**src/design/wldb_pkg.sv**
```systemverilog
// Package for the antialiased line raster block: item layouts, descriptor passed
// from the front end to the back end, command and register codes, helpers.
// No dependencies.
package wldb_pkg;

  localparam int MAX_WIDTH_DEF  = 1024;
  localparam int MAX_HEIGHT_DEF = 1024;
  localparam int IN_W           = 144;
  localparam int OUT_W          = 56;
  localparam int CFG_ADDR_W     = 4;
  localparam int DIV_NUM_W      = 24;
  localparam int DIV_DEN_W      = 13;
  localparam int QUEUE_DEPTH    = 2;

  localparam logic [23:0] DEPTH_EMPTY  = 24'h7FFFFF;
  localparam logic [31:0] COLOUR_RESET = 32'h000000FF;
  localparam logic [10:0] DIM_RESET    = 11'd1024;
  localparam logic [15:0] TOL_RESET    = 16'd655;
  localparam logic [8:0]  SCALE_ONE    = 9'd256;

  typedef enum logic [1:0] {
    OP_CLEAR = 2'd0,
    OP_DRAW  = 2'd1,
    OP_READ  = 2'd2,
    OP_NOP   = 2'd3
  } op_t;

  typedef enum logic [1:0] {
    REG_FRAME_WIDTH  = 2'd0,
    REG_FRAME_HEIGHT = 2'd1,
    REG_DEPTH_TOL    = 2'd2
  } reg_idx_t;

  typedef struct packed {
    logic [2:0]  pad;
    logic [8:0]  cov_scale;
    logic [7:0]  alpha;
    logic [7:0]  blue;
    logic [7:0]  green;
    logic [7:0]  red;
    logic [23:0] end_depth;
    logic [12:0] end_y;
    logic [12:0] end_x;
    logic [23:0] start_depth;
    logic [12:0] start_y;
    logic [12:0] start_x;
  } in_item_t;

  typedef struct packed {
    logic [23:0] pixel_depth;
    logic [7:0]  pixel_alpha;
    logic [7:0]  pixel_blue;
    logic [7:0]  pixel_green;
    logic [7:0]  pixel_red;
  } out_item_t;

  typedef struct packed {
    logic [10:0] frame_width;
    logic [10:0] frame_height;
    logic [15:0] depth_tol;
  } cfg_t;

  // Line setup: ordered endpoints and floor quotient/remainder steps per column.
  typedef struct packed {
    op_t         op;
    logic        steep;
    logic [12:0] x0;
    logic [12:0] y0;
    logic [23:0] z0;
    logic [12:0] dx;
    logic [12:0] count;
    logic [13:0] qy;
    logic [12:0] ry;
    logic [7:0]  fq;
    logic [12:0] fr;
    logic [24:0] qz;
    logic [12:0] rz;
    logic [7:0]  red;
    logic [7:0]  green;
    logic [7:0]  blue;
    logic [7:0]  alpha;
    logic [8:0]  scale;
  } desc_t;

  function automatic logic [7:0] div255(input logic [15:0] v);
    logic [24:0] prod;
    logic [8:0]  q;
    logic [16:0] r;
    prod = 25'(v) * 25'd257;
    q    = prod[24:16];
    r    = 17'(v) - 17'(q) * 17'd255;
    if (r >= 17'd255) begin
      q = q + 9'd1;
    end
    return q[7:0];
  endfunction

  function automatic logic [7:0] sat_add8(input logic [7:0] a, input logic [7:0] b);
    logic [8:0] s;
    s = {1'b0, a} + {1'b0, b};
    return s[8] ? 8'hFF : s[7:0];
  endfunction

endpackage

```
**src/design/wldb_queue.sv**
```systemverilog
// Two-entry command queue between the setup front end and the pixel back end.
// Depends on wldb_pkg.
module wldb_queue (
  input  logic            clk,
  input  logic            rst_n,
  input  logic            push,
  input  wldb_pkg::desc_t push_data,
  output logic            full,
  input  logic            pop,
  output wldb_pkg::desc_t pop_data,
  output logic            empty
);
  import wldb_pkg::*;

  localparam int PW = $clog2(QUEUE_DEPTH);

  desc_t           mem_r [QUEUE_DEPTH];
  logic [PW-1:0]   wp_r, wp_nxt;
  logic [PW-1:0]   rp_r, rp_nxt;
  logic [PW:0]     cnt_r, cnt_nxt;
  logic            do_push, do_pop;

  assign full     = cnt_r == (PW+1)'(QUEUE_DEPTH);
  assign empty    = cnt_r == '0;
  assign do_push  = push && !full;
  assign do_pop   = pop && !empty;
  assign pop_data = mem_r[rp_r];

  always_comb begin
    wp_nxt  = do_push ? PW'(wp_r + PW'(1)) : wp_r;
    rp_nxt  = do_pop ? PW'(rp_r + PW'(1)) : rp_r;
    cnt_nxt = cnt_r + (PW+1)'(do_push) - (PW+1)'(do_pop);
  end

  always_ff @(posedge clk) begin
    if (!rst_n) begin
      wp_r  <= '0;
      rp_r  <= '0;
      cnt_r <= '0;
    end else begin
      wp_r  <= wp_nxt;
      rp_r  <= rp_nxt;
      cnt_r <= cnt_nxt;
    end
  end

  always_ff @(posedge clk) begin
    if (do_push) begin
      mem_r[wp_r] <= push_data;
    end
  end

endmodule

```
**config.mk**
```make
export PLATFORM = sky130hd
export DESIGN_NAME = wldb_queue
export DESIGN_NICKNAME = d
export VERILOG_FILES = /design/src/design/wldb_pkg.sv /design/src/design/wldb_queue.sv
export SDC_FILE = /design/constraint.sdc
export NUM_CORES = 1
export LEC_CHECK = 0
export BUFFER_PORTS_ARGS = -buffer_cell sky130_fd_sc_hd__buf_2
export CAP_MARGIN = 20
export CORE_AREA = 2 2 177 179
export CTS_BUF_LIST = sky130_fd_sc_hd__clkbuf_16
export DETAILED_ROUTE_END_ITERATION = 8
export DIE_AREA = 0 0 179 181
export PLACE_DENSITY = 0.79
export SYNTH_ARGS = -nofsm -noshare
export SYNTH_HDL_FRONTEND = slang
export SYNTH_SLANG_ARGS = --single-unit
```
**constraint.sdc**
```tcl
create_clock -name clk -period 13.04 [get_ports clk]
set_input_delay 0.652 -clock clk [delete_from_list [all_inputs] [get_ports clk]]
set_output_delay 0.652 -clock clk [all_outputs]
set_load 0.02 [all_outputs]
```
Word level (Yosys, flattened, before mapping)
Memory sizes are Yosys's and may differ from the RTL's. A register that Yosys moved wholly into a read port is not among the register bits.
Index checks and enable logic that the tools add are counted.
- flip-flop bits (word level): 4
- bits in writable memories: 412
- input port bits: 210
- output and inout bits: 208
- logic and storage cells: 18
- memories kept: 1
- memory list (memory ; words ; bits a word ; read ports ; clocked after Yosys merged registers in ; write ports ; RTL line ; RTL):
    mem_r ; 2 ; 206 ; 1 ; 1 ; 1 ; wldb_queue.sv:17 ; desc_t mem_r [QUEUE_DEPTH];
- $add $sub $neg: 4
- equality and inequality tests: 1
- mux-type cells: 4
- reductions and logical operators: 5
- operators by type and width (cell ; number):
    2-to-1 mux 1 bit ; 4
    adder 1 bit (second input constant) ; 2
    adder 2 x 1 -> 2 bit ; 1
    equality test 2 bit (second input constant) ; 1
    logical AND 1 bit ; 2
    zero test 1 bit ; 2
    zero test 2 bit ; 1
    subtractor 2 x 1 -> 2 bit ; 1

Longest topological paths before layout
Gate-level depths: netlist of run 1.
- depth in word-level cells: 5
- gate-level depth with buffers: 8

Least setup slack after synthesis of run 1
No wires, ideal clock.
- path kind: in2reg
- start point: in push
- end point: mem mem_r[0][0] (netlist bit), enable pin
- library setup time: 775 ps
- arrival: 9285 ps
- data required time: 12265 ps
- slack: 2979 ps
- cell stages on the path: 2
- path buffers: 0
- cells stage by stage: nand2_1 nor2_1
- word-level cells in the longest chain between the ends: 3
- ends and longest elaborated chain (what ; RTL line ; RTL):
    from (decl) ; wldb_queue.sv:6 ; input logic push,
    logical AND 1 bit ; wldb_queue.sv:25 ; assign do_push = push && !full;
    2-to-1 mux 1 bit ; wldb_queue.sv:48 ; if (do_push) begin
    2-to-1 mux 1 bit (not written as such) ; wldb_queue.sv:49 ; mem_r[wp_r] <= push_data;
    to (decl) ; wldb_queue.sv:17 ;
Every way passes these cells.

==> impl_metrics.csv, run 1 <==
group,metric,value,unit
power,leakagePower,0.00757,uW
critical_path,startpoint_type,"flip-flop",
clock_network,clockRootBuffer,"clkbuf_16",
global_routing,grt_use_total,18.2,%
placement,dp_hpwl,20800,um
sta,period_share,33.1,%
clock_network,clockBufferDepth,3,
sta,slew_violations,0,
clock_network,cts.repair.resized,0,
clock_network,postCtsSetupBuffers,0,
placement,pre_cts_slack,9.15,ns
placement,placed_cell_area,18100,um2
logic_synthesis,ys.flop_type,"edfxtp_1",
sta,relSlewSlack,27.7,%
sta,rsz0062_at_grt,"false",
drt,drtIter0Drc,506,
drt,drt_pre_antenna_iters,4,
floorplan,dieArea,32400,um2
min_path,hold_path_depth,1,
logic_synthesis,syn_inst,668,
logic_synthesis,yosysWarnings,0,
floorplan,coreArea,30300,um2
drt,ant_nets,0,
drt,num_vias,7742,
logic_synthesis,avgSynthCellArea,23.5,um2
clock_network,cts_made_buffers,42,
logic_synthesis,netlist_area,15700,um2
critical_path,reg2regPathDepth,6,
critical_path,cp_max_fo,55,
drt,via_per_inst,4.99,
logic_synthesis,synth_cell_types,18,
logic_synthesis,synth_most_common_cell,"edfxtp_1",
sta,hold_violations,0,
run,drv_cap,0,
critical_path,reg2reg_slack,10.25,ns
floorplan,start_util,51.6,%
drt,drcViolationCount,0,
status,status,"finished clean",
clock_network,cts_tree,"built",
drt,drt-total-wl,30500,um
global_routing,grt_max_degree,84,
sta,clock.fmax,0.232,GHz
min_path,hp-class,"input port to flip-flop",
placement,routabilityCongestion,0.784,
floorplan,rows,64,
floorplan,io_pins,418,
global_routing,grt-ovfl-total,0,
floorplan,die_x,179,um
clock_network,clkSinkCount,417,
logic_synthesis,synthTopCellsByCount,"412 x edfxtp_1, 140 x mux2_4, 66 x mux2_2",
critical_path,cp.required,12.39,ns
sta,fin_worst_skew,0.00991,ns
logic_synthesis,yosysTopAreaCell,"edfxtp_1",
power,power_density,212,nW/um2
finish,num-fill-cells,2103,
finish,seq_area,12500,um2
finish,final_area,19400,um2
critical_path,critical_path_class,"flip-flop to output port",
drt,wl_per_cell,19.7,um
logic_synthesis,syn_nets,880,
floorplan,die_h,181,um
sta,fin_crit,4.32,ns
logic_synthesis,ys_seq_area_share,79.6,%
min_path,hp-start,"push_data[80]",
min_path,worstHoldEndpoint,"mem_r[0][80]$_DFFE_PP_",
global_routing,antenna_found_initial,10,
critical_path,critPathCaptureType,"output port",
finish,multiInputGateArea,2980,um2
logic_synthesis,synth_edf_count,412,
finish,areaGrowthSynthToFinish,24.0,%
finish,final_nets,1328,
critical_path,reg2reg_from,"cnt_r[0]$_SDFF_PN0_",
logic_synthesis,synth.ff_latch_count,417,
clock_network,cts_hold_buf,0,
finish,drive_above_1_share,59.8,%
finish,fin_cells,1552,
critical_path,worstPathArrival,3.67,ns
power,ir_drop,0.000177,V
sta,holdWs,0.320,ns
placement,placed_cells,1466,
global_routing,grt_pass1_vias,7967,
logic_synthesis,synth_top_area_share,78.9,%
clock_network,insertion_delay,0.52,ns
sta,worst_pin_slew,1.08,ns
placement,port_buffers,417,
sta,setup_tns,0,ns
logic_synthesis,netlist_top_cells_area,"edfxtp_1 79%, mux2_4 13%, mux2_2 4.7%, buf_6 1.2%, dfxtp_1 0.64%",
sta,finalSetupViolCount,0,
logic_synthesis,synthArstFlopShare,0,%
critical_path,r2r_end,"mem_r[0][200]$_DFFE_PP_",
global_routing,grt_pass1_wl,44500,um
clock_network,htreeDepth,2,
sta,setup_slack,8.72,ns
clock_network,clk_pin_slew,0.06,ns
cells by family (layout without fill, tap and decap cells):
family	Yosys count	after routing	synth area share (%)
AOI/OAI and AO/OA	1	1	0.0479
xor gates and xnor gates	2	2	0.112
adders and majority gates	2	2	0.160
buffers and inverters	26	506	1.48
DFF	417	417	79.6
muxes	207	207	18.2
other	0	8	0
and+or+nand+nor	13	13	0.399
routing by layer:
| metal | share of wire [%] | vias to the layer above | track usage, % |
|---|---|---|---|
| li1 | - | 3573 | - |
| met1 | 37 | 3787 | 20.8 |
| met2 | 51 | 312 | 31.7 |
| met3 | 9.2 | 66 | 5.74 |
| met4 | 3.3 | 4 | 7.15 |
| met5 | 0.098 | - | 0 |
registers in the layout (all words and copies together) (netlist names), named ones only:
signal and flops:
wp_r 1, rp_r 1, cnt_r 2, mem_r 412
critical path, stage by stage, from the launching register on:
cell	delay, ns
dfxtp_4	0.91
buf_4	0.73
buf_4	0.76
mux2_2	0.41
buf_2	0.16
through the flow:
stage	utilization (%)	power, uW
floorplan	-	2800
global placement	59.7	3070
detailed placement	59.7	3090
CTS	63.8	4170
global route	64.0	4310
finish	64.0	4120
worst max path at each step:
stage,to,slack [ns],cells after the start
2_1_floorplan,mem_r[0][0]$_DFFE_PP_,2.98,2
3_3_place_gp,pop_data[195],9.25,4
3_5_place_dp,pop_data[199],9.15,4
4_1_cts,pop_data[199],8.60,4
5_1_grt,pop_data[199],8.49,4
6_report,pop_data[199],8.72,4
cell type report:
type	instances	share of cell area [%]
Sequential cell	417	64.2
Multi-Input combinational cell	225	15.3
Timing Repair Buffer	427	11.3
Clock buffer	43	5.54
Tap cell	396	2.55
Clock inverter	33	0.869
Antenna cell	8	0.103
Inverter	3	0.0580
power by group:
| part | internal [uW] | total, uW | leakage (uW) | switching, uW |
|---|---|---|---|---|
| Combinational | 538 | 1240 | 0.00303 | 706 |
| Sequential | 1730 | 1810 | 0.00389 | 79.7 |
| Clock | 614 | 1070 | 0.000646 | 457 |
| Total | 2880 | 4120 | 0.00757 | 1240 |
cell usage in the layout, fill, tap and decap left out, types with 2 or more instances in the layout:
cell,instances
and2_1,2
buf_16,2
buf_2,417
buf_4,8
clkbuf_16,43
clkinv_1,13
clkinv_2,2
clkinvlp_4,3
dfxtp_1,4
diode_2,8
edfxtp_1,412
ha_1,2
inv_1,16
mux2_2,66
mux2_4,140
nand2_1,2
nand2b_1,2
nor2_1,4
No activity file was read; power rests on OpenSTA's default activity.
==> inputs of run 2 (changes only) <==
--- a/config.mk
+++ b/config.mk
@@ -5,13 +5,14 @@
 export SDC_FILE = /design/constraint.sdc
 export NUM_CORES = 1
 export LEC_CHECK = 0
+export ABC_AREA = 1
 export BUFFER_PORTS_ARGS = -buffer_cell sky130_fd_sc_hd__buf_2
 export CAP_MARGIN = 20
-export CORE_AREA = 2 2 177 179
+export CORE_AREA = 2 2 186 188
 export CTS_BUF_LIST = sky130_fd_sc_hd__clkbuf_16
 export DETAILED_ROUTE_END_ITERATION = 8
-export DIE_AREA = 0 0 179 181
-export PLACE_DENSITY = 0.79
+export DIE_AREA = 0 0 188 190
+export PLACE_DENSITY = 0.76
 export SYNTH_ARGS = -nofsm -noshare
 export SYNTH_HDL_FRONTEND = slang
 export SYNTH_SLANG_ARGS = --single-unit
==> constraint.sdc (replaced) <==
create_clock -name clk -period 3.8 [get_ports clk]
set_input_delay 0.19 -clock clk [delete_from_list [all_inputs] [get_ports clk]]
set_output_delay 0.19 -clock clk [all_outputs]
set_load 0.02 [all_outputs]
==> run 2 against run 1 <==
- sequential power rose to 3.4 times the previous value
- global-route usage increased by 0.75 points
- area after synthesis is essentially flat
- clock-buffer cell count rose by 2
- synthesized cell count grew 1.6%
- largest power group unchanged
- clock skew rose by 0.0044 ns
==> impl_metrics.csv, run 2 <==
group,metric,value,unit
logic_synthesis,synth_xor_area_share,0,%
clock_network,clockRootBuffer,"clkbuf_16",
sta,relSlewSlack,48.1,%
drt,wl_per_cell,19.1,um
logic_synthesis,ys.flop_type,"edfxtp_1",
logic_synthesis,synth-simple-area-share,0.503,%
logic_synthesis,syn_nets,891,
logic_synthesis,synthTopCellsByCount,"412 x edfxtp_1, 140 x mux2_4, 66 x mux2_2",
floorplan,coreArea,33900,um2
floorplan,die_h,190,um
drt,ant_nets,0,
finish,areaGrowthSynthToFinish,39.7,%
power,ir_drop,0.000518,V
floorplan,rows,68,
logic_synthesis,synthAdderAreaFrac,0.160,%
logic_synthesis,synth_top_family_by_area,"multiplexers",
power,leakagePower,0.00859,uW
global_routing,grt-ovfl-total,0,
sta,finalSetupViolCount,0,
logic_synthesis,synthArstFlopShare,0,%
critical_path,endpoint,"pop_data[197]",
sta,clock.fmax,0.377,GHz
status,status,"finished clean",
clock_network,htreeDepth,2,
logic_synthesis,synth.ff_latch_count,417,
power,p_total,14300,uW
global_routing,grt_pass1_vias,9434,
logic_synthesis,avgSynthCellArea,23.1,um2
logic_synthesis,synth_edf_count,412,
floorplan,io_pins,418,
drt,drt-total-wl,35000,um
logic_synthesis,yosysTopAreaCell,"edfxtp_1",
critical_path,critPathCaptureType,"output port",
sta,hold_violations,0,
clock_network,cts_made_buffers,42,
critical_path,startpoint_type,"flip-flop",
placement,dp_hpwl,20600,um
finish,final_nets,1550,
logic_synthesis,synth_compound_area_share,0.0638,%
sta,holdWs,0.374,ns
logic_synthesis,netlist_area,15700,um2
critical_path,r2r_end,"mem_r[0][134]$_DFFE_PP_",
logic_synthesis,netlist_top_cells_area,"edfxtp_1 79%, mux2_4 13%, mux2_2 4.7%, buf_6 1.2%, dfxtp_1 0.64%",
logic_synthesis,synth_cell_types,12,
floorplan,dieArea,35700,um2
drt,num_vias,8772,
logic_synthesis,ys_seq_area_share,79.5,%
logic_synthesis,synth_top_area_share,78.9,%
run,drv_cap,0,
sta,fin_worst_skew,0.0143,ns
floorplan,start_util,46.2,%
clock_network,cts.repair.resized,0,
critical_path,worstPathArrival,2.46,ns
finish,layout_common_cells,"417 x buf_2, 412 x edfxtp_1, 209 x dlygate4sd3_1, 140 x mux2_4, 66 x mux2_2",
placement,placed_cell_area,18300,um2
min_path,hp-class,"input port to flip-flop",
placement,port_buffers,417,
logic_synthesis,syn_inst,679,
critical_path,reg2reg_slack,2.02,ns
sta,slew_violations,0,
sta,rsz0062_at_grt,"false",
drt,drcViolationCount,0,
clock_network,insertion_delay,0.54,ns
power,power_density,654,nW/um2
placement,routabilityCongestion,0.781,
clock_network,clk_pin_slew,0.06,ns
critical_path,critical_path_class,"flip-flop to output port",
logic_synthesis,synth_most_common_cell,"edfxtp_1",
finish,layout_commonest_cell,"buf_2",
global_routing,grt_use_total,19.0,%
logic_synthesis,yosysWarnings,0,
drt,drtIter0Drc,417,
global_routing,antenna_found_initial,5,
critical_path,reg2regPathDepth,5,
finish,drive_above_1_share,51.2,%
logic_synthesis,muxShareOfSynthArea,18.1,%
clock_network,clkSinkCount,417,
global_routing,grt_pass1_wl,52100,um
sta,fin_crit,2.65,ns
clock_network,cts_tree,"built",
global_routing,grt_max_degree,127,
finish,num-fill-cells,2227,
critical_path,cp.required,3.61,ns
finish,largest_reg_flops,412,
sta,period_share,69.8,%
drt,via_per_inst,4.79,
critical_path,cp_max_fo,43,
sta,worst_pin_slew,0.779,ns
drt,drt_pre_antenna_iters,4,
critical_path,reg2reg_from,"cnt_r[0]$_SDFF_PN0_",
finish,fin_util,64.5,%
finish,final_area,21900,um2
floorplan,die_x,188,um
finish,top_regs,"mem_r x412, cnt_r x2",
clock_network,clockBufferDepth,3,
finish,largest-register,"mem_r",
sta,setup_tns,0,ns
==> run 2: metal layers <==
metal	up-vias	wire length [um]	global-route usage [%]
li1	4023	-	-
met4	0	955	6.69
met5	-	0	0
met2	359	18400	34.9
met1	4320	13300	21.3
met3	70	2330	4.91
==> run 2: cell families (layout without fill, tap and decap cells) <==
group                      after synthesis  count (layout)
DFF                                    417             417
muxes                                  206             206
buffers and inverters                   32             725
and+or+nand+nor                         20              20
adders and majority gates                2               2
AOI/OAI and AO/OA                        2               2
other                                    0               5
==> run 2: power breakdown <==
part	switching, uW	total (uW)	internal (uW)
clock	1660	4330	2670
sequential	238	6080	5840
combinational	2200	3920	1720
total	4100	14300	10200
==> run 2: layout make-up <==
cell class	count	area, um2	area share, %
Clock buffer	45	1130	5.14
Clock inverter	33	347	1.58
Multi-Input combinational cell	230	2980	13.6
Timing Repair Buffer	638	4360	19.9
Tap cell	455	569	2.60
Sequential cell	417	12500	57.0
Inverter	9	37.5	0.171
Antenna cell	5	12.5	0.0571
==> run 2: worst min-delay path by stage <==
stage,to,from,depth (start not counted)
2_1_floorplan,cnt_r[0]$_SDFF_PN0_,rst_n,2
3_3_place_gp,mem_r[0][192]$_DFFE_PP_,push_data[192],1
3_5_place_dp,mem_r[1][28]$_DFFE_PP_,push_data[28],1
4_1_cts,mem_r[1][25]$_DFFE_PP_,push_data[25],2
5_1_grt,mem_r[1][193]$_DFFE_PP_,push_data[193],2
6_report,mem_r[1][28]$_DFFE_PP_,push_data[28],2
==> run 2: critical path: stages (launching register included) <==
cell     delay, ns
dfxtp_4       0.85
buf_4         0.50
mux2_2        0.40
buf_2         0.17
==> run 2: through the flow <==
step,setup WS [ns],instances
2_1_floorplan,-0.177,679
3_3_place_gp,1.73,1540
3_5_place_dp,1.66,1540
4_1_cts,1.06,1827
5_1_grt,1.02,1832
6_report,1.15,1832
==> run 2: timing repair <==
| item | CTS | global route |
|---|---|---|
| endpoints found under the hold margin | 417 | 0 |
| hold buffers | 209 | 0 |
| buffers inserted | 0 | 0 |
