File: src/design/wldb_pkg.sv
// Package for the antialiased line raster block: item layouts, descriptor passed
// from the front end to the back end, command and register codes, helpers.
// No dependencies.
package wldb_pkg;

  localparam int MAX_WIDTH_DEF  = 1024;
  localparam int MAX_HEIGHT_DEF = 1024;
  localparam int IN_W           = 144;
  localparam int OUT_W          = 56;
  localparam int CFG_ADDR_W     = 4;
  localparam int DIV_NUM_W      = 24;
  localparam int DIV_DEN_W      = 13;
  localparam int QUEUE_DEPTH    = 2;

  localparam logic [23:0] DEPTH_EMPTY  = 24'h7FFFFF;
  localparam logic [31:0] COLOUR_RESET = 32'h000000FF;
  localparam logic [10:0] DIM_RESET    = 11'd1024;
  localparam logic [15:0] TOL_RESET    = 16'd655;
  localparam logic [8:0]  SCALE_ONE    = 9'd256;

  typedef enum logic [1:0] {
    OP_CLEAR = 2'd0,
    OP_DRAW  = 2'd1,
    OP_READ  = 2'd2,
    OP_NOP   = 2'd3
  } op_t;

  typedef enum logic [1:0] {
    REG_FRAME_WIDTH  = 2'd0,
    REG_FRAME_HEIGHT = 2'd1,
    REG_DEPTH_TOL    = 2'd2
  } reg_idx_t;

  typedef struct packed {
    logic [2:0]  pad;
    logic [8:0]  cov_scale;
    logic [7:0]  alpha;
    logic [7:0]  blue;
    logic [7:0]  green;
    logic [7:0]  red;
    logic [23:0] end_depth;
    logic [12:0] end_y;
    logic [12:0] end_x;
    logic [23:0] start_depth;
    logic [12:0] start_y;
    logic [12:0] start_x;
  } in_item_t;

  typedef struct packed {
    logic [23:0] pixel_depth;
    logic [7:0]  pixel_alpha;
    logic [7:0]  pixel_blue;
    logic [7:0]  pixel_green;
    logic [7:0]  pixel_red;
  } out_item_t;

  typedef struct packed {
    logic [10:0] frame_width;
    logic [10:0] frame_height;
    logic [15:0] depth_tol;
  } cfg_t;

  // Line setup: ordered endpoints and floor quotient/remainder steps per column.
  typedef struct packed {
    op_t         op;
    logic        steep;
    logic [12:0] x0;
    logic [12:0] y0;
    logic [23:0] z0;
    logic [12:0] dx;
    logic [12:0] count;
    logic [13:0] qy;
    logic [12:0] ry;
    logic [7:0]  fq;
    logic [12:0] fr;
    logic [24:0] qz;
    logic [12:0] rz;
    logic [7:0]  red;
    logic [7:0]  green;
    logic [7:0]  blue;
    logic [7:0]  alpha;
    logic [8:0]  scale;
  } desc_t;

  function automatic logic [7:0] div255(input logic [15:0] v);
    logic [24:0] prod;
    logic [8:0]  q;
    logic [16:0] r;
    prod = 25'(v) * 25'd257;
    q    = prod[24:16];
    r    = 17'(v) - 17'(q) * 17'd255;
    if (r >= 17'd255) begin
      q = q + 9'd1;
    end
    return q[7:0];
  endfunction

  function automatic logic [7:0] sat_add8(input logic [7:0] a, input logic [7:0] b);
    logic [8:0] s;
    s = {1'b0, a} + {1'b0, b};
    return s[8] ? 8'hFF : s[7:0];
  endfunction

endpackage

File: src/design/wldb_div.sv
// Unsigned restoring divider, one quotient bit per cycle.
// Depends on wldb_pkg.
module wldb_div (
  input  logic                             clk,
  input  logic                             rst_n,
  input  logic                             start,
  input  logic [wldb_pkg::DIV_NUM_W-1:0]   num,
  input  logic [wldb_pkg::DIV_DEN_W-1:0]   den,
  output logic                             done,
  output logic [wldb_pkg::DIV_NUM_W-1:0]   quo,
  output logic [wldb_pkg::DIV_DEN_W-1:0]   rem
);
  import wldb_pkg::*;

  localparam int CW = $clog2(DIV_NUM_W);

  logic                 busy_r, busy_nxt;
  logic                 done_r, done_nxt;
  logic [CW-1:0]        cnt_r, cnt_nxt;
  logic [DIV_NUM_W-1:0] num_r, num_nxt;
  logic [DIV_DEN_W-1:0] rem_r, rem_nxt;
  logic [DIV_DEN_W-1:0] den_r, den_nxt;
  logic [DIV_DEN_W:0]   sh;
  logic                 ge;

  always_comb begin
    busy_nxt = busy_r;
    done_nxt = 1'b0;
    cnt_nxt  = cnt_r;
    num_nxt  = num_r;
    rem_nxt  = rem_r;
    den_nxt  = den_r;
    sh       = {rem_r, num_r[DIV_NUM_W-1]};
    ge       = sh >= {1'b0, den_r};
    if (start) begin
      busy_nxt = 1'b1;
      cnt_nxt  = '0;
      num_nxt  = num;
      rem_nxt  = '0;
      den_nxt  = den;
    end else if (busy_r) begin
      rem_nxt = ge ? DIV_DEN_W'(sh - {1'b0, den_r}) : sh[DIV_DEN_W-1:0];
      num_nxt = {num_r[DIV_NUM_W-2:0], ge};
      cnt_nxt = cnt_r + CW'(1);
      if (cnt_r == CW'(DIV_NUM_W - 1)) begin
        busy_nxt = 1'b0;
        done_nxt = 1'b1;
      end
    end
  end

  always_ff @(posedge clk) begin
    if (!rst_n) begin
      busy_r <= 1'b0;
      done_r <= 1'b0;
    end else begin
      busy_r <= busy_nxt;
      done_r <= done_nxt;
    end
  end

  always_ff @(posedge clk) begin
    cnt_r <= cnt_nxt;
    num_r <= num_nxt;
    rem_r <= rem_nxt;
    den_r <= den_nxt;
  end

  assign done = done_r;
  assign quo  = num_r;
  assign rem  = rem_r;

endmodule

File: src/design/wldb_front.sv
// Front end: takes command transfers, orders line endpoints and runs the
// floor divisions for the per-column steps. Depends on wldb_pkg, wldb_div.
module wldb_front (
  input  logic                      clk,
  input  logic                      rst_n,
  input  logic                      in_tvalid,
  output logic                      in_tready,
  input  logic [wldb_pkg::IN_W-1:0] in_tdata,
  input  logic [1:0]                in_tuser,
  output logic                      q_push,
  output wldb_pkg::desc_t           q_data,
  input  logic                      q_full
);
  import wldb_pkg::*;

  typedef enum logic [5:0] {
    F_IDLE  = 6'b000001,
    F_SETUP = 6'b000010,
    F_DY    = 6'b000100,
    F_DF    = 6'b001000,
    F_DZ    = 6'b010000,
    F_PUSH  = 6'b100000
  } fstate_t;

  fstate_t  state_r, state_nxt;
  logic     launch_r, launch_nxt;
  in_item_t it_r, it_nxt;
  op_t      op_r, op_nxt;
  desc_t    desc_r, desc_nxt;
  logic [13:0] dy_r, dy_nxt;
  logic [24:0] dz_r, dz_nxt;

  logic        div_start, div_done;
  logic [DIV_NUM_W-1:0] div_num, div_quo;
  logic [DIV_DEN_W-1:0] div_rem;

  logic [13:0] ddx, ddy, adx, ady;
  logic        steep, swap, neg, fix;
  logic [12:0] ax0, ay0, ax1, ay1, x0, y0, x1, y1;
  logic [23:0] z0, z1;
  logic [13:0] dx_w, dy_mag, qy_mag;
  logic [23:0] dz_mag;
  logic [24:0] qz_mag;

  wldb_div u_div (
    .clk   (clk),
    .rst_n (rst_n),
    .start (div_start),
    .num   (div_num),
    .den   (desc_r.dx),
    .done  (div_done),
    .quo   (div_quo),
    .rem   (div_rem)
  );

  assign in_tready = state_r == F_IDLE;
  assign q_push    = state_r == F_PUSH;
  assign q_data    = desc_r;

  always_comb begin
    ddx   = {it_r.end_x[12], it_r.end_x} - {it_r.start_x[12], it_r.start_x};
    ddy   = {it_r.end_y[12], it_r.end_y} - {it_r.start_y[12], it_r.start_y};
    adx   = ddx[13] ? 14'(-ddx) : ddx;
    ady   = ddy[13] ? 14'(-ddy) : ddy;
    steep = ady > adx;
    ax0   = steep ? it_r.start_y : it_r.start_x;
    ay0   = steep ? it_r.start_x : it_r.start_y;
    ax1   = steep ? it_r.end_y : it_r.end_x;
    ay1   = steep ? it_r.end_x : it_r.end_y;
    swap  = $signed(ax0) > $signed(ax1);
    x0    = swap ? ax1 : ax0;
    y0    = swap ? ay1 : ay0;
    z0    = swap ? it_r.end_depth : it_r.start_depth;
    x1    = swap ? ax0 : ax1;
    y1    = swap ? ay0 : ay1;
    z1    = swap ? it_r.start_depth : it_r.end_depth;
    dx_w  = {x1[12], x1} - {x0[12], x0};
    dy_mag = dy_r[13] ? 14'(-dy_r) : dy_r;
    dz_mag = dz_r[24] ? 24'(-dz_r) : dz_r[23:0];
  end

  always_comb begin
    unique case (state_r)
      F_DY:    div_num = DIV_NUM_W'(dy_mag);
      F_DF:    div_num = DIV_NUM_W'({desc_r.ry, 8'd0});
      default: div_num = dz_mag;
    endcase
  end

  always_comb begin
    state_nxt  = state_r;
    launch_nxt = launch_r;
    it_nxt     = it_r;
    op_nxt     = op_r;
    desc_nxt   = desc_r;
    dy_nxt     = dy_r;
    dz_nxt     = dz_r;
    div_start  = 1'b0;
    neg        = 1'b0;
    fix        = 1'b0;
    qy_mag     = '0;
    qz_mag     = '0;
    unique case (state_r)
      F_IDLE: begin
        if (in_tvalid) begin
          it_nxt    = in_item_t'(in_tdata);
          op_nxt    = op_t'(in_tuser);
          state_nxt = F_SETUP;
        end
      end
      F_SETUP: begin
        desc_nxt.op    = op_r;
        desc_nxt.red   = it_r.red;
        desc_nxt.green = it_r.green;
        desc_nxt.blue  = it_r.blue;
        desc_nxt.alpha = it_r.alpha;
        desc_nxt.scale = (it_r.cov_scale > SCALE_ONE) ? SCALE_ONE : it_r.cov_scale;
        desc_nxt.qy    = '0;
        desc_nxt.ry    = '0;
        desc_nxt.fq    = '0;
        desc_nxt.fr    = '0;
        desc_nxt.qz    = '0;
        desc_nxt.rz    = '0;
        desc_nxt.count = 13'd1;
        if (op_r == OP_DRAW) begin
          desc_nxt.steep = steep;
          desc_nxt.x0    = x0;
          desc_nxt.y0    = y0;
          desc_nxt.z0    = z0;
          desc_nxt.dx    = dx_w[12:0];
          if (dx_w != '0) begin
            desc_nxt.count = dx_w[12:0];
          end
          dy_nxt    = {y1[12], y1} - {y0[12], y0};
          dz_nxt    = {z1[23], z1} - {z0[23], z0};
          state_nxt = (dx_w == '0) ? F_PUSH : F_DY;
        end else begin
          desc_nxt.steep = 1'b0;
          desc_nxt.x0    = it_r.start_x;
          desc_nxt.y0    = it_r.start_y;
          desc_nxt.z0    = it_r.start_depth;
          desc_nxt.dx    = '0;
          state_nxt      = F_PUSH;
        end
      end
      F_DY: begin
        if (!launch_r) begin
          div_start  = 1'b1;
          launch_nxt = 1'b1;
        end else if (div_done) begin
          neg         = dy_r[13];
          fix         = neg && (div_rem != '0);
          qy_mag      = div_quo[13:0] + 14'(fix);
          desc_nxt.qy = neg ? 14'(-qy_mag) : qy_mag;
          desc_nxt.ry = fix ? 13'(desc_r.dx - div_rem) : div_rem;
          launch_nxt  = 1'b0;
          state_nxt   = F_DF;
        end
      end
      F_DF: begin
        if (!launch_r) begin
          div_start  = 1'b1;
          launch_nxt = 1'b1;
        end else if (div_done) begin
          desc_nxt.fq = div_quo[7:0];
          desc_nxt.fr = div_rem;
          launch_nxt  = 1'b0;
          state_nxt   = F_DZ;
        end
      end
      F_DZ: begin
        if (!launch_r) begin
          div_start  = 1'b1;
          launch_nxt = 1'b1;
        end else if (div_done) begin
          neg         = dz_r[24];
          fix         = neg && (div_rem != '0);
          qz_mag      = {1'b0, div_quo} + 25'(fix);
          desc_nxt.qz = neg ? 25'(-qz_mag) : qz_mag;
          desc_nxt.rz = fix ? 13'(desc_r.dx - div_rem) : div_rem;
          launch_nxt  = 1'b0;
          state_nxt   = F_PUSH;
        end
      end
      F_PUSH: begin
        if (!q_full) begin
          state_nxt = F_IDLE;
        end
      end
      default: begin
        state_nxt = F_IDLE;
      end
    endcase
  end

  always_ff @(posedge clk) begin
    if (!rst_n) begin
      state_r  <= F_IDLE;
      launch_r <= 1'b0;
    end else begin
      state_r  <= state_nxt;
      launch_r <= launch_nxt;
    end
  end

  always_ff @(posedge clk) begin
    it_r   <= it_nxt;
    op_r   <= op_nxt;
    desc_r <= desc_nxt;
    dy_r   <= dy_nxt;
    dz_r   <= dz_nxt;
  end

endmodule

File: config.mk
export PLATFORM = sky130hd
export DESIGN_NAME = wldb_front
export DESIGN_NICKNAME = d
export VERILOG_FILES = /design/src/design/wldb_pkg.sv /design/src/design/wldb_div.sv /design/src/design/wldb_front.sv
export SDC_FILE = /design/constraint.sdc
export NUM_CORES = 1
export LEC_CHECK = 0
export ABC_CLOCK_PERIOD_IN_PS = 14300
export BUFFER_PORTS_ARGS = -buffer_cell sky130_fd_sc_hd__buf_2
export CAP_MARGIN = 5
export CORE_ASPECT_RATIO = 0.8
export CORE_UTILIZATION = 57
export CTS_BUF_LIST = sky130_fd_sc_hd__clkbuf_2
export CTS_CLUSTER_DIAMETER = 50
export DETAILED_ROUTE_END_ITERATION = 6
export GPL_ROUTABILITY_DRIVEN = 0
export GPL_TIMING_DRIVEN = 1
export PLACE_DENSITY = 0.82
export SLEW_MARGIN = 40
export SYNTH_ARGS = -nofsm -noshare
export SYNTH_HDL_FRONTEND = slang
export SYNTH_HIERARCHICAL = 1
export SYNTH_SLANG_ARGS = --single-unit
File: constraint.sdc
create_clock -name clk -period 14.3 [get_ports clk]
set_input_delay 2.145 -clock clk [delete_from_list [all_inputs] [get_ports clk]]
set_output_delay 2.145 -clock clk [all_outputs]
set_load 0.03 [all_outputs]
# --- After elaboration in Yosys (flattened, before gate mapping) ---
# Cells that the tools add are included.
word_totals:
  reg_bits: 452
  out_inout_bits: 208
  inputBits: 150
op_classes:
  n_addsub: 16
  n_eq_ne: 16
  n_reduce_logical: 18
  muxes: 51
  n_bitwise: 2
  n_lt_le_gt_ge: 4
op_table:
  columns: ["cell", "count"]
  rows:
  - ["2-to-1 mux 13 bit", 11]
  - ["2-to-1 mux 24 bit", 5]
  - ["2-to-1 mux 38 bit", 2]
  - ["case mux 38 bit (2 select lines)", 1]
  - ["2-to-1 mux 63 bit", 1]
  - ["2-to-1 mux 6 bit", 10]
  - ["2-to-1 mux 14 bit", 4]
  - ["negator 14 bit", 4]
  - ["subtractor 13 x 13 -> 14 bit", 4]
  - ["2-to-1 mux 27 bit", 2]
  - ["case mux 27 bit (2 select lines)", 1]
  - ["case mux 24 bit (2 select lines)", 1]
  - ["2-to-1 mux 21 bit", 2]
  - ["case mux 21 bit (2 select lines)", 1]
  - ["case mux 6 bit (6 select lines)", 1]
  - ["subtractor 13 bit", 2]
  - ["adder 24 x 1 -> 25 bit", 1]
  - ["2-to-1 mux 25 bit", 1]
  - ["negator 25 bit", 1]
  - ["subtractor 24 x 24 -> 25 bit", 1]
  - ["negator 24 bit", 1]
  - ["adder 14 x 1 -> 14 bit", 1]
  - [">= comparator 14 x 13 -> 1 bit", 1]
  - ["> comparator 14 bit", 1]
  - ["other kinds (24)", 47]

# --- Depth between registers and ports, before layout ---
# Gate-level depths: netlist of run 1.
logic_depth:
  word_depth: 12
  depth_mapped: 61

# --- Modules after synthesis ---
# The synthesis of run 1 kept the hierarchy.
modules_own_cells:
  columns: ["mod", "cells_per_inst", "seq_area_each_um2", "area_each_um2", "instances"]
  rows:
  - ["wldb_front", 2235, 11791.3, 23187.2, 1]
  - ["wldb_div", 248, 1511.4, 2902.8, 1]

# --- Worst setup path after synthesis of run 1 ---
# No wires, ideal clock.
synth_path:
  path_kind: "flip-flop to flip-flop"
  startpoint: "register it_r[1] (netlist bit)"
  endpoint: "register dz_r[22] (data pin)"
  n_path_buf: 9
  period_less_slack_ns: 11.832
  required_time_ns: 14.032
  path_slack_ns: 2.468
  stages_incl_launch_ff: 56
  arrival_time_ns: 11.564
  path_cell_list: "edfxtp_1 > inv_1 > ha_1 > nor2b_1 > o21ai_0 > nand2b_1 > a21o_1 > a21oi_1 > nor2b_1 > o21ai_0 > nand2b_1 > a21o_1 > a21o_1 > a21oi_1 > o21bai_1 > nand2_1 > a31o_2 > clkbuf_1 > [20 not listed] > clkbuf_1 > clkbuf_1 > clkbuf_1 > buf_1 > clkbuf_1 > a21oi_1 > ha_1 > maj3_1 > o21ai_0 > mux2i_1 > o21ai_0 > a31oi_1 > o41ai_1 > o41ai_1 > nor2_1 > o21ai_0 > a211oi_1 > xor2_1"
synth_via:
  elab_chain_cells: 8
  word_cells_on_any_way: 10
  classes_between: "add/sub (3); order compare (2); mux (5)"
synth_rtl:
  columns: ["item", "line", "source"]
  rows:
  - ["from (decl)", "wldb_front.sv:27", "in_item_t it_r, it_nxt;"]
  - ["from (signal assigned)", "wldb_front.sv:207", "it_r <= it_nxt;"]
  - ["subtractor 13 x 13 -> 14 bit", "wldb_front.sv:61", "ddx = {it_r.end_x[12], it_r.end_x} - {it_r.start_x[12], it_r.start_x};"]
  - ["negator 14 bit", "wldb_front.sv:63", "adx = ddx[13] ? 14'(-ddx) : ddx;"]
  - ["2-to-1 mux 14 bit", "wldb_front.sv:63", null]
  - ["> comparator 14 bit", "wldb_front.sv:65", "steep = ady > adx;"]
  - ["2-to-1 mux 13 bit, on equally long branches", "wldb_front.sv:66, wldb_front.sv:68", null]
  - ["> comparator 13 bit (*)", "wldb_front.sv:70", "swap = $signed(ax0) > $signed(ax1);"]
  - ["2-to-1 mux 24 bit, on equally long branches", "wldb_front.sv:76, wldb_front.sv:73", null]
  - ["subtractor 24 x 24 -> 25 bit (*)", "wldb_front.sv:135", "dz_nxt = {z1[23], z1} - {z0[23], z0};"]
  - ["to (signal assigned)", "wldb_front.sv:211", "dz_r <= dz_nxt;"]
  - ["to (decl)", "wldb_front.sv:31", "logic [24:0] dz_r, dz_nxt;"]
# Mark *: on every way between the ends. The rest lies on a longest branch, timed or not.
# A chain may end at the register's enable or synchronous reset.

# --- Worst setup path after layout of run 1 ---
layout_path:
  startpoint: "register it_r[1] (netlist bit)"
  endpoint: "register state_r[5]"
layout_via:
  elab_chain_cells: 12
  word_cells_on_any_way: 14
  classes_between: "add/sub (3); order compare (2); mux (8); reduce/logical (1)"
layout_rtl:
  columns: ["item", "line", "source"]
  rows:
  - ["subtractor 13 x 13 -> 14 bit", "wldb_front.sv:61", null]
  - ["negator 14 bit", "wldb_front.sv:63", null]
  - ["2-to-1 mux 14 bit", "wldb_front.sv:63", null]
  - ["> comparator 14 bit", "wldb_front.sv:65", null]
  - ["2-to-1 mux 13 bit, on equally long branches", "wldb_front.sv:66, wldb_front.sv:68", null]
  - ["> comparator 13 bit", "wldb_front.sv:70", null]
  - ["2-to-1 mux 13 bit, on equally long branches", "wldb_front.sv:74, wldb_front.sv:71", null]
  - ["subtractor 13 x 13 -> 14 bit (*)", "wldb_front.sv:77", "dx_w = {x1[12], x1} - {x0[12], x0};"]
  - ["zero test 14 bit (*)", "wldb_front.sv:136", "state_nxt = (dx_w == '0) ? F_PUSH : F_DY;"]
  - ["2-to-1 mux 6 bit (*)", "wldb_front.sv:136", null]
  - ["2-to-1 mux 6 bit (*)", "wldb_front.sv:125", "if (op_r == OP_DRAW) begin"]
  - ["case mux 6 bit (6 select lines) (*)", "wldb_front.sv:103", "unique case (state_r)"]
  - ["to (signal assigned)", "wldb_front.sv:201", "state_r <= state_nxt;"]
  - ["to (decl)", "wldb_front.sv:25", "fstate_t state_r, state_nxt;"]
# Marked as above.

==> results.py, run 1 <==
metrics = {
    "detailed_routing": {
        "top_layer_used": "met5",
        "wirelength_um": 66860,
        "routedWlPerCell_um": 18.83,
        "vias_per_cell": 5.838,
        "dr.pass1.iters": 6,
        "route.met3.wl_um": 6956,
        "drtIter0Drc": 2294,
        "wl_met2_um": 29370,
        "ant_nets": 0,
        "drt-met1-wl_um": 28670,
        "drc_errors": 0,
        "num_vias": 20730,
    },
    "timing": {
        "setup_viol": 0,
        "setup_tns_ps": 0,
        "hold_viol": 0,
        "rsz0062_at_grt": "false",
        "tightest_slew_ps": 784.0,
        "fin_crit_sh": 0.8829,
        "period_needed_ps": 12630,
        "max-slew-margin-rel": 0.4754,
        "drv_slew": 0,
        "max_freq_mhz": 79.20,
        "finClkSkew_ps": 96.26,
    },
    "yosys": {
        "synth.yosys.seq_area_share": 0.5099,
        "yosysWarnings": 6,
        "synth_area_leaders": "edfxtp_1, ha_1, nand2_1",
        "synthCells": 2483,
        "syn_nets": 2740,
        "synth_area_leader_cell": "edfxtp_1",
        "synth_area_per_cell_sq_um": 10.51,
        "synth_seq_cells": 452,
        "synth_edf_count": 425,
        "synthTopCellsByCount": "edfxtp_1, nand2_1, nor2_1, o21ai_0, a21oi_1",
        "synth.most_common_cell": "edfxtp_1",
        "synth.distinct_cells": 82,
        "synth_top_area_frac": 0.4892,
        "synth-async-reset-ratio": 0,
        "yosys_most_used_dff": "edfxtp_1",
        "synth_area_sq_mm": 0.02609,
    },
    "die": {
        "core-area_sq_mm": 0.04481,
        "dieHeight_um": 193.4,
        "floorplan.initialDensity": 0.5823,
        "die-area_sq_mm": 0.04664,
        "die-width_um": 241.2,
        "rows": 69,
        "io_pins": 358,
    },
    "clock_tree": {
        "cts_hold_buf": 0,
        "h-tree-depth": 3,
        "root_buffer": "clkbuf_2",
        "clock_sinks": 452,
        "cts.path.max_buffers": 3,
        "clk_pin_slew_ps": 120,
        "cts_made_buffers": 107,
        "clk-insertion-delay-late_ps": 1160,
        "cts-resized-gates": 0,
        "cts_tree": "done",
        "cts_setup_buffers": 0,
    },
    "layout": {
        "areaGrowthSynthToFinish_pct": 12.81,
        "drive_gt1_frac": 0.2086,
        "finalNetCount": 3125,
        "multi_input_area_sq_mm": 0.01201,
        "regArea_sq_mm": 0.01330,
        "nFillCells": 3375,
    },
    "placement": {
        "numPortBuffers": 354,
        "dpl.hpwl_um": 50510,
    },
    "worst_setup_path": {
        "critPathTopFamily": "compound AO/OA/AOI/OAI gates",
        "end_kind": "register",
        "crit_fanout": 29,
        "path_buf_inv": 2,
        "cp_slowest_cell": "o21ai_4",
        "worstSetupStartpointType": "register",
        "max_stage_delay_ps": 700,
        "required_ps": 15340,
        "cp.arrival_ps": 13670,
        "crit_type": "reg -> reg",
    },
    "grt": {
        "grt_max_degree": 75,
        "antenna_found_initial": 7,
        "grt_pass1_vias": 19970,
        "track_usage": 0.2855,
        "grt_pass1_wl_um": 104700,
        "grt_overflow": 0,
    },
    "status": {
        "status": "finished, final reports clean",
    },
    "min_path": {
        "hold_class": "reg -> reg",
    },
    "job": {
        "drv_cap": 0,
    },
}
## path summary, 6_finish.rpt
kind / cells after the start / slack, ps / end / startpoint
worst max register to register: 45 / 1670 / state_r[5]$_SDFFE_PN0P_ / it_r[1]$_DFFE_PP_
worst min register to register: 0 / 410 / q_data[31]$_DFFE_PP_ / it_r[114]$_DFFE_PP_
worst max-delay path: 45 / 1670 / state_r[5]$_SDFFE_PN0P_ / it_r[1]$_DFFE_PP_
worst min-delay path: 0 / 410 / q_data[31]$_DFFE_PP_ / it_r[114]$_DFFE_PP_
## placed cells by master (no fill, tap or decap), drive strengths merged, types with 10 or more instances in the layout
cell / Yosys / layout
o41ai: 10 / 10
nand3: 55 / 55
nand2b: 52 / 52
mux2i: 62 / 62
nor2: 200 / 200
a31oi: 19 / 19
and3: 24 / 24
maj3: 32 / 32
nor4: 13 / 13
or4: 13 / 13
o21ai: 134 / 134
ha: 102 / 102
clkinv: 1 / 30
a211oi: 23 / 23
nor2b: 54 / 54
a21oi: 123 / 123
buf: 21 / 375
edfxtp: 425 / 425
o22ai: 12 / 12
and2: 35 / 35
nand4: 17 / 17
nand2: 301 / 301
inv: 118 / 119
o211ai: 25 / 25
or3: 19 / 19
o21a: 12 / 12
clkbuf: 78 / 150
o21bai: 10 / 10
nand3b: 10 / 10
a21o: 47 / 47
xor2: 106 / 106
xnor2: 119 / 119
mux2: 37 / 37
nor3: 46 / 46
or2: 12 / 12
dfxtp: 27 / 27
o31ai: 21 / 21
## per-stage QoR
stage	hold WS [ps]	setup WS [ps]	util	instances	cell area (sq um)
5_1_grt	420.7	944.7	0.6568	3549	29430
4_1_cts	403.8	1862	0.6563	3545	29410
2_1_floorplan	400.3	2468	-	2483	26090
3_5_place_dp	404.5	1957	0.6356	3361	28480
6_report	406.7	1674	0.6569	3551	29430
3_3_place_gp	400.5	2337	0.6338	3357	28400
## final cells by class
type	instances	area share
Sequential cell	452	0.4520
Multi-Input combinational cell	1813	0.4079
Timing Repair Buffer	375	0.06725
Tap cell	603	0.02563
Clock buffer	150	0.02551
Inverter	119	0.01526
Clock inverter	34	0.005994
Antenna cell	5	0.0004251
## registers in the layout, indices dropped and copies added, names as in the netlist
name	cells
state_r	6
launch_r	1
dy_r	14
it_r	141
dz_r	25
u_div/rem	13
u_div/quo	24
u_div/cnt_r	5
q_data	206
u_div/busy_r	1
u_div/den_r	13
u_div/done	1
op_r	2
## logic make-up after synthesis
family / share of synthesized area
simple gates: 0.1563
xor+xnor: 0.07553
flops: 0.5099
fa+ha+maj: 0.06503
compound gates: 0.1211
mux: 0.03990
buf+inv: 0.03223
## routing by layer
metal  GRT usage  vias up
met4     0.09447        2
met1      0.3983     9644
met2      0.4323     1120
met5           0        -
met3     0.07534      166
li1            -     9797
Power of run 1 is not shown: default switching activity piles up to over one toggle a cycle in this logic, so the estimate is an artifact.
==> run 2: changes to the inputs <==
--- a/config.mk
+++ b/config.mk
@@ -15,7 +15,7 @@
 export DETAILED_ROUTE_END_ITERATION = 6
 export GPL_ROUTABILITY_DRIVEN = 0
 export GPL_TIMING_DRIVEN = 1
-export PLACE_DENSITY = 0.82
+export PLACE_DENSITY = 0.78
 export SLEW_MARGIN = 40
 export SYNTH_ARGS = -nofsm -noshare
 export SYNTH_HDL_FRONTEND = slang
==> results.py, run 2 (same netlist as run 1, synthesis figures left out) <==
metrics = {
    "detailed_routing": {
        "dr.pass1.iters": 6,
        "vias_per_cell": 5.839,
        "drtIter0Drc": 2163,
        "num_vias": 20800,
        "drc_errors": 0,
        "ant_nets": 0,
        "routedWlPerCell_um": 19.04,
        "wirelength_um": 67840,
    },
    "timing": {
        "rsz0062_at_grt": "false",
        "max-slew-margin-rel": 0.4584,
        "drv_slew": 0,
        "tightest_slew_ps": 806.2,
        "fin_ws_ps": 1817,
        "fin_crit_sh": 0.8729,
        "max_freq_mhz": 80.11,
        "hold_viol": 0,
        "setup_viol": 0,
        "period_needed_ps": 12480,
        "setup_tns_ps": 0,
        "finClkSkew_ps": 122.5,
    },
    "worst_setup_path": {
        "critPathTopFamily": "compound AO/OA/AOI/OAI gates",
        "crit_fanout": 64,
        "path_buf_inv": 3,
        "crit_type": "reg -> reg",
        "worstSetupStartpointType": "register",
        "end_kind": "register",
        "max_stage_delay_ps": 700,
        "required_ps": 15220,
        "cpMostUsedCell": "o21ai_0",
        "cp_slowest_cell": "o41ai_1",
        "cp.arrival_ps": 13400,
    },
    "clock_tree": {
        "cts_setup_buffers": 0,
        "clock_sinks": 452,
        "cts_hold_buf": 0,
        "clk-insertion-delay-late_ps": 1220,
        "h-tree-depth": 3,
        "clk_pin_slew_ps": 120,
        "cts_made_buffers": 106,
        "cts-resized-gates": 0,
        "root_buffer": "clkbuf_2",
        "cts.path.max_buffers": 3,
        "cts_tree": "done",
    },
    "die": {
        "die-width_um": 241.2,
        "rows": 69,
        "core-area_sq_mm": 0.04481,
        "dieHeight_um": 193.4,
        "die-area_sq_mm": 0.04664,
        "floorplan.initialDensity": 0.5823,
        "io_pins": 358,
    },
    "layout": {
        "largest_register_ffs": 206,
        "utilization": 0.6576,
        "finalNetCount": 3123,
        "nFillCells": 3440,
        "drive_gt1_frac": 0.2104,
        "final_common_cell": "edfxtp_1",
        "final_cells": 3563,
        "layout_common_cells": "edfxtp_1, buf_2, nand2_1, nor2_1, clkbuf_2",
        "areaGrowthSynthToFinish_pct": 12.94,
    },
    "grt": {
        "grt_max_degree": 74,
        "track_usage": 0.2905,
        "grt_overflow": 0,
        "grt_pass1_vias": 20020,
        "grt_pass1_wl_um": 106000,
        "antenna_found_initial": 5,
    },
    "job": {
        "drv_cap": 0,
    },
    "placement": {
        "numPortBuffers": 354,
        "dpl.hpwl_um": 50750,
        "place_ws_ps": 2195,
        "placed_cells": 3361,
    },
    "status": {
        "status": "finished, final reports clean",
    },
    "min_path": {
        "hold_class": "reg -> reg",
    },
}
-- run 2: layout make-up --
cell class                      instances  area [sq um]  share of cell area
Sequential cell                       452         13300              0.4515
Inverter                              119         449.2             0.01524
Tap cell                              603         754.5             0.02560
Timing Repair Buffer                  374          1948             0.06611
Clock buffer                          160         800.8             0.02718
Multi-Input combinational cell       1813         12010              0.4076
Antenna cell                            8         20.02           0.0006794
Clock inverter                         34         180.2            0.006114
-- run 2: path summary, 6_finish.rpt --
kind                            start                    to  slack, ps  cells past startpoint
setup / recovery   it_r[14]$_DFFE_PP_    dz_r[22]$_DFFE_PP_       1820                     44
hold / removal    it_r[125]$_DFFE_PP_  q_data[10]$_DFFE_PP_        410                      0
setup reg to reg   it_r[14]$_DFFE_PP_    dz_r[22]$_DFFE_PP_       1820                     44
hold reg to reg   it_r[125]$_DFFE_PP_  q_data[10]$_DFFE_PP_        410                      0
-- run 2: stage by stage --
step                area (sq um)  hold WS [ps]
floorplan                  26090         400.3
global placement           28400         400.7
detailed placement         28460         404.5
CTS                        29440         404.2
global route               29460         406.0
finish                     29470         405.6
-- run 2: routing by layer --
layer,track usage,routed length [um],up-vias
met5,0,32,-
met4,0.09423,1733,6
met3,0.07277,6780,137
met2,0.4463,30360,1081
met1,0.4031,28940,9785
li1,-,-,9794
-- run 2: worst register-to-register path: cells and delay by family (launching register included) --
family	cells	cell delay (ps)
AND/OR/NAND/NOR	15	4080
flip-flops	1	520
multiplexers	1	110
XOR/XNOR	3	420
buffers and inverters	3	940
adder cells (fa/ha/maj)	5	1770
AO/OA/AOI/OAI	17	4400
Power of run 2 is left out for the same reason.
==> run 3: changes to the inputs <==
--- a/config.mk
+++ b/config.mk
@@ -5,11 +5,11 @@
 export SDC_FILE = /design/constraint.sdc
 export NUM_CORES = 1
 export LEC_CHECK = 0
-export ABC_CLOCK_PERIOD_IN_PS = 14300
+export ABC_CLOCK_PERIOD_IN_PS = 11400
 export BUFFER_PORTS_ARGS = -buffer_cell sky130_fd_sc_hd__buf_2
 export CAP_MARGIN = 5
 export CORE_ASPECT_RATIO = 0.8
-export CORE_UTILIZATION = 57
+export CORE_UTILIZATION = 54
 export CTS_BUF_LIST = sky130_fd_sc_hd__clkbuf_2
 export CTS_CLUSTER_DIAMETER = 50
 export DETAILED_ROUTE_END_ITERATION = 6
==> constraint.sdc (replaced) <==
create_clock -name clk -period 11.4 [get_ports clk]
set_input_delay 1.71 -clock clk [delete_from_list [all_inputs] [get_ports clk]]
set_output_delay 1.71 -clock clk [all_outputs]
set_load 0.03 [all_outputs]
==> results.py, run 3 (same netlist as run 1, synthesis figures left out) <==
metrics = {
    "layout": {
        "layout_common_cells": "edfxtp_1, buf_2, nand2_1, nor2_1, clkbuf_2",
        "post-route-cell-area_sq_mm": 0.02984,
        "final_common_cell": "edfxtp_1",
        "areaGrowthSynthToFinish_pct": 14.36,
        "largest_register_ffs": 206,
        "finalNetCount": 3148,
        "drive_gt1_frac": 0.2209,
    },
    "worst_setup_path": {
        "required_ps": 12210,
        "cp.arrival_ps": 11690,
        "reg2reg_slack_ps": 510,
        "worstSetupStartpointType": "register",
        "worst_r2r_path_depth": 46,
        "max_stage_delay_ps": 520,
        "worst_r2r_endpoint": "dz_r[22]$_DFFE_PP_",
        "crit_type": "reg -> reg",
        "end_kind": "register",
        "timing.rr.start": "it_r[1]$_DFFE_PP_",
        "cp_slowest_cell": "or4_1",
        "crit_fanout": 20,
    },
    "detailed_routing": {
        "drtIter0Drc": 1844,
        "vias_per_cell": 5.783,
        "routedWlPerCell_um": 18.97,
        "ant_nets": 0,
        "wirelength_um": 68250,
        "drc_errors": 54,
        "num_vias": 20800,
        "dr.pass1.iters": 7,
    },
    "timing": {
        "setup_tns_ps": 0,
        "fin_ws_ps": 513.6,
        "rsz0062_at_grt": "false",
        "holdWs_ps": 405.5,
        "tightest_slew_ps": 800.6,
        "finClkSkew_ps": 92.50,
        "max-slew-margin-rel": 0.4663,
        "fin_crit_sh": 0.9549,
        "period_needed_ps": 10890,
        "setup_viol": 0,
        "max_freq_mhz": 91.86,
        "drv_slew": 0,
        "hold_viol": 0,
    },
    "die": {
        "floorplan.initialDensity": 0.5510,
        "io_pins": 358,
        "rows": 71,
        "die-width_um": 247.8,
        "die-area_sq_mm": 0.04920,
        "dieHeight_um": 198.6,
        "core-area_sq_mm": 0.04735,
    },
    "clock_tree": {
        "root_buffer": "clkbuf_2",
        "cts_hold_buf": 0,
        "cts_made_buffers": 106,
        "clk_pin_slew_ps": 110,
        "h-tree-depth": 3,
        "cts.path.max_buffers": 3,
        "clock_sinks": 452,
        "clk-insertion-delay-late_ps": 1140,
        "cts_tree": "done",
    },
    "placement": {
        "dpl.hpwl_um": 51430,
        "post_dp_cell_area_sq_mm": 0.02871,
        "numPortBuffers": 354,
        "place_ws_ps": 478.4,
    },
    "grt": {
        "grt_max_degree": 79,
        "track_usage": 0.2741,
        "grt_overflow": 0,
        "antenna_found_initial": 4,
        "grt_pass1_vias": 19810,
        "grt_pass1_wl_um": 104800,
    },
    "min_path": {
        "hold-path-endpoint": "q_data[27]$_DFFE_PP_",
        "worstHoldStart": "it_r[110]$_DFFE_PP_",
        "hold_class": "reg -> reg",
        "min_path_cells": 0,
    },
    "status": {
        "status": "finished with violations",
        "violations": "DRC",
    },
    "job": {
        "drv_cap": 0,
    },
}
==> run 3: cell count changes in the layout (fill, tap and decap cells not counted), moves of 3 or more <==
cell     before  now
buf_4        16   38
diode_2       8    3
mux2i_1      62   58
mux2i_2       0    3
o21ai_0     121  117
o21ai_1       8   11
o41ai_1      10    6
==> run 3: worst max path at each step <==
stage	startpoint	to	slack (ps)	cells past startpoint
floorplan	it_r[1]$_DFFE_PP_	dz_r[22]$_DFFE_PP_	60	57
global placement	it_r[1]$_DFFE_PP_	dz_r[22]$_DFFE_PP_	700	46
detailed placement	it_r[14]$_DFFE_PP_	dz_r[22]$_DFFE_PP_	480	50
CTS	it_r[14]$_DFFE_PP_	dz_r[22]$_DFFE_PP_	400	46
global route	it_r[1]$_DFFE_PP_	dy_r[13]$_DFFE_PP_	20	49
finish	it_r[1]$_DFFE_PP_	dz_r[22]$_DFFE_PP_	510	46
==> run 3: area by class of cell <==
class / instances / area [sq um]
fill: 3801 / 17510
sequential: 452 / 13300
multi-input combinational: 1813 / 12130
timing repair buffer: 399 / 2168
clock buffer: 159 / 795.8
tap: 620 / 775.7
inverter: 119 / 449.2
clock inverter: 32 / 201.4
antenna: 3 / 7.507
==> run 3: repair_timing <==
action,4_1_cts,5_1_grt
setup buffers,0,1
resized for setup,0,24
setup endpoints to repair,0,10
==> run 3: critical path, delay by kind of cell (launching register included) <==
family                     cells  cell delay (ps)
muxes                          1              170
xor gates and xnor gates       3              490
and+or+nand+nor               14             3270
DFF                            1              480
buffers and inverters          4              580
adders and majority gates      5             1580
AOI/OAI and AO/OA             19             4020
==> run 3: metal layers <==
metal / wire [um] / global-route usage / vias up / share of wire
met4: 2006 / 0.09589 / 6 / 0.029
met3: 7108 / 0.07205 / 172 / 0.10
met2: 29850 / 0.4156 / 1073 / 0.44
li1: - / - / 9833 / -
met5: 30 / 0 / - / 0.00044
met1: 29250 / 0.3796 / 9716 / 0.43
==> run 3: through the flow <==
stage	utilization	instances
after global routing	0.6300	3595
after global placement	0.6043	3398
after CTS	0.6273	3593
after detailed placement	0.6063	3402
final	0.6301	3597
after floorplan	-	2483
Power of run 3 is left out for the same reason.
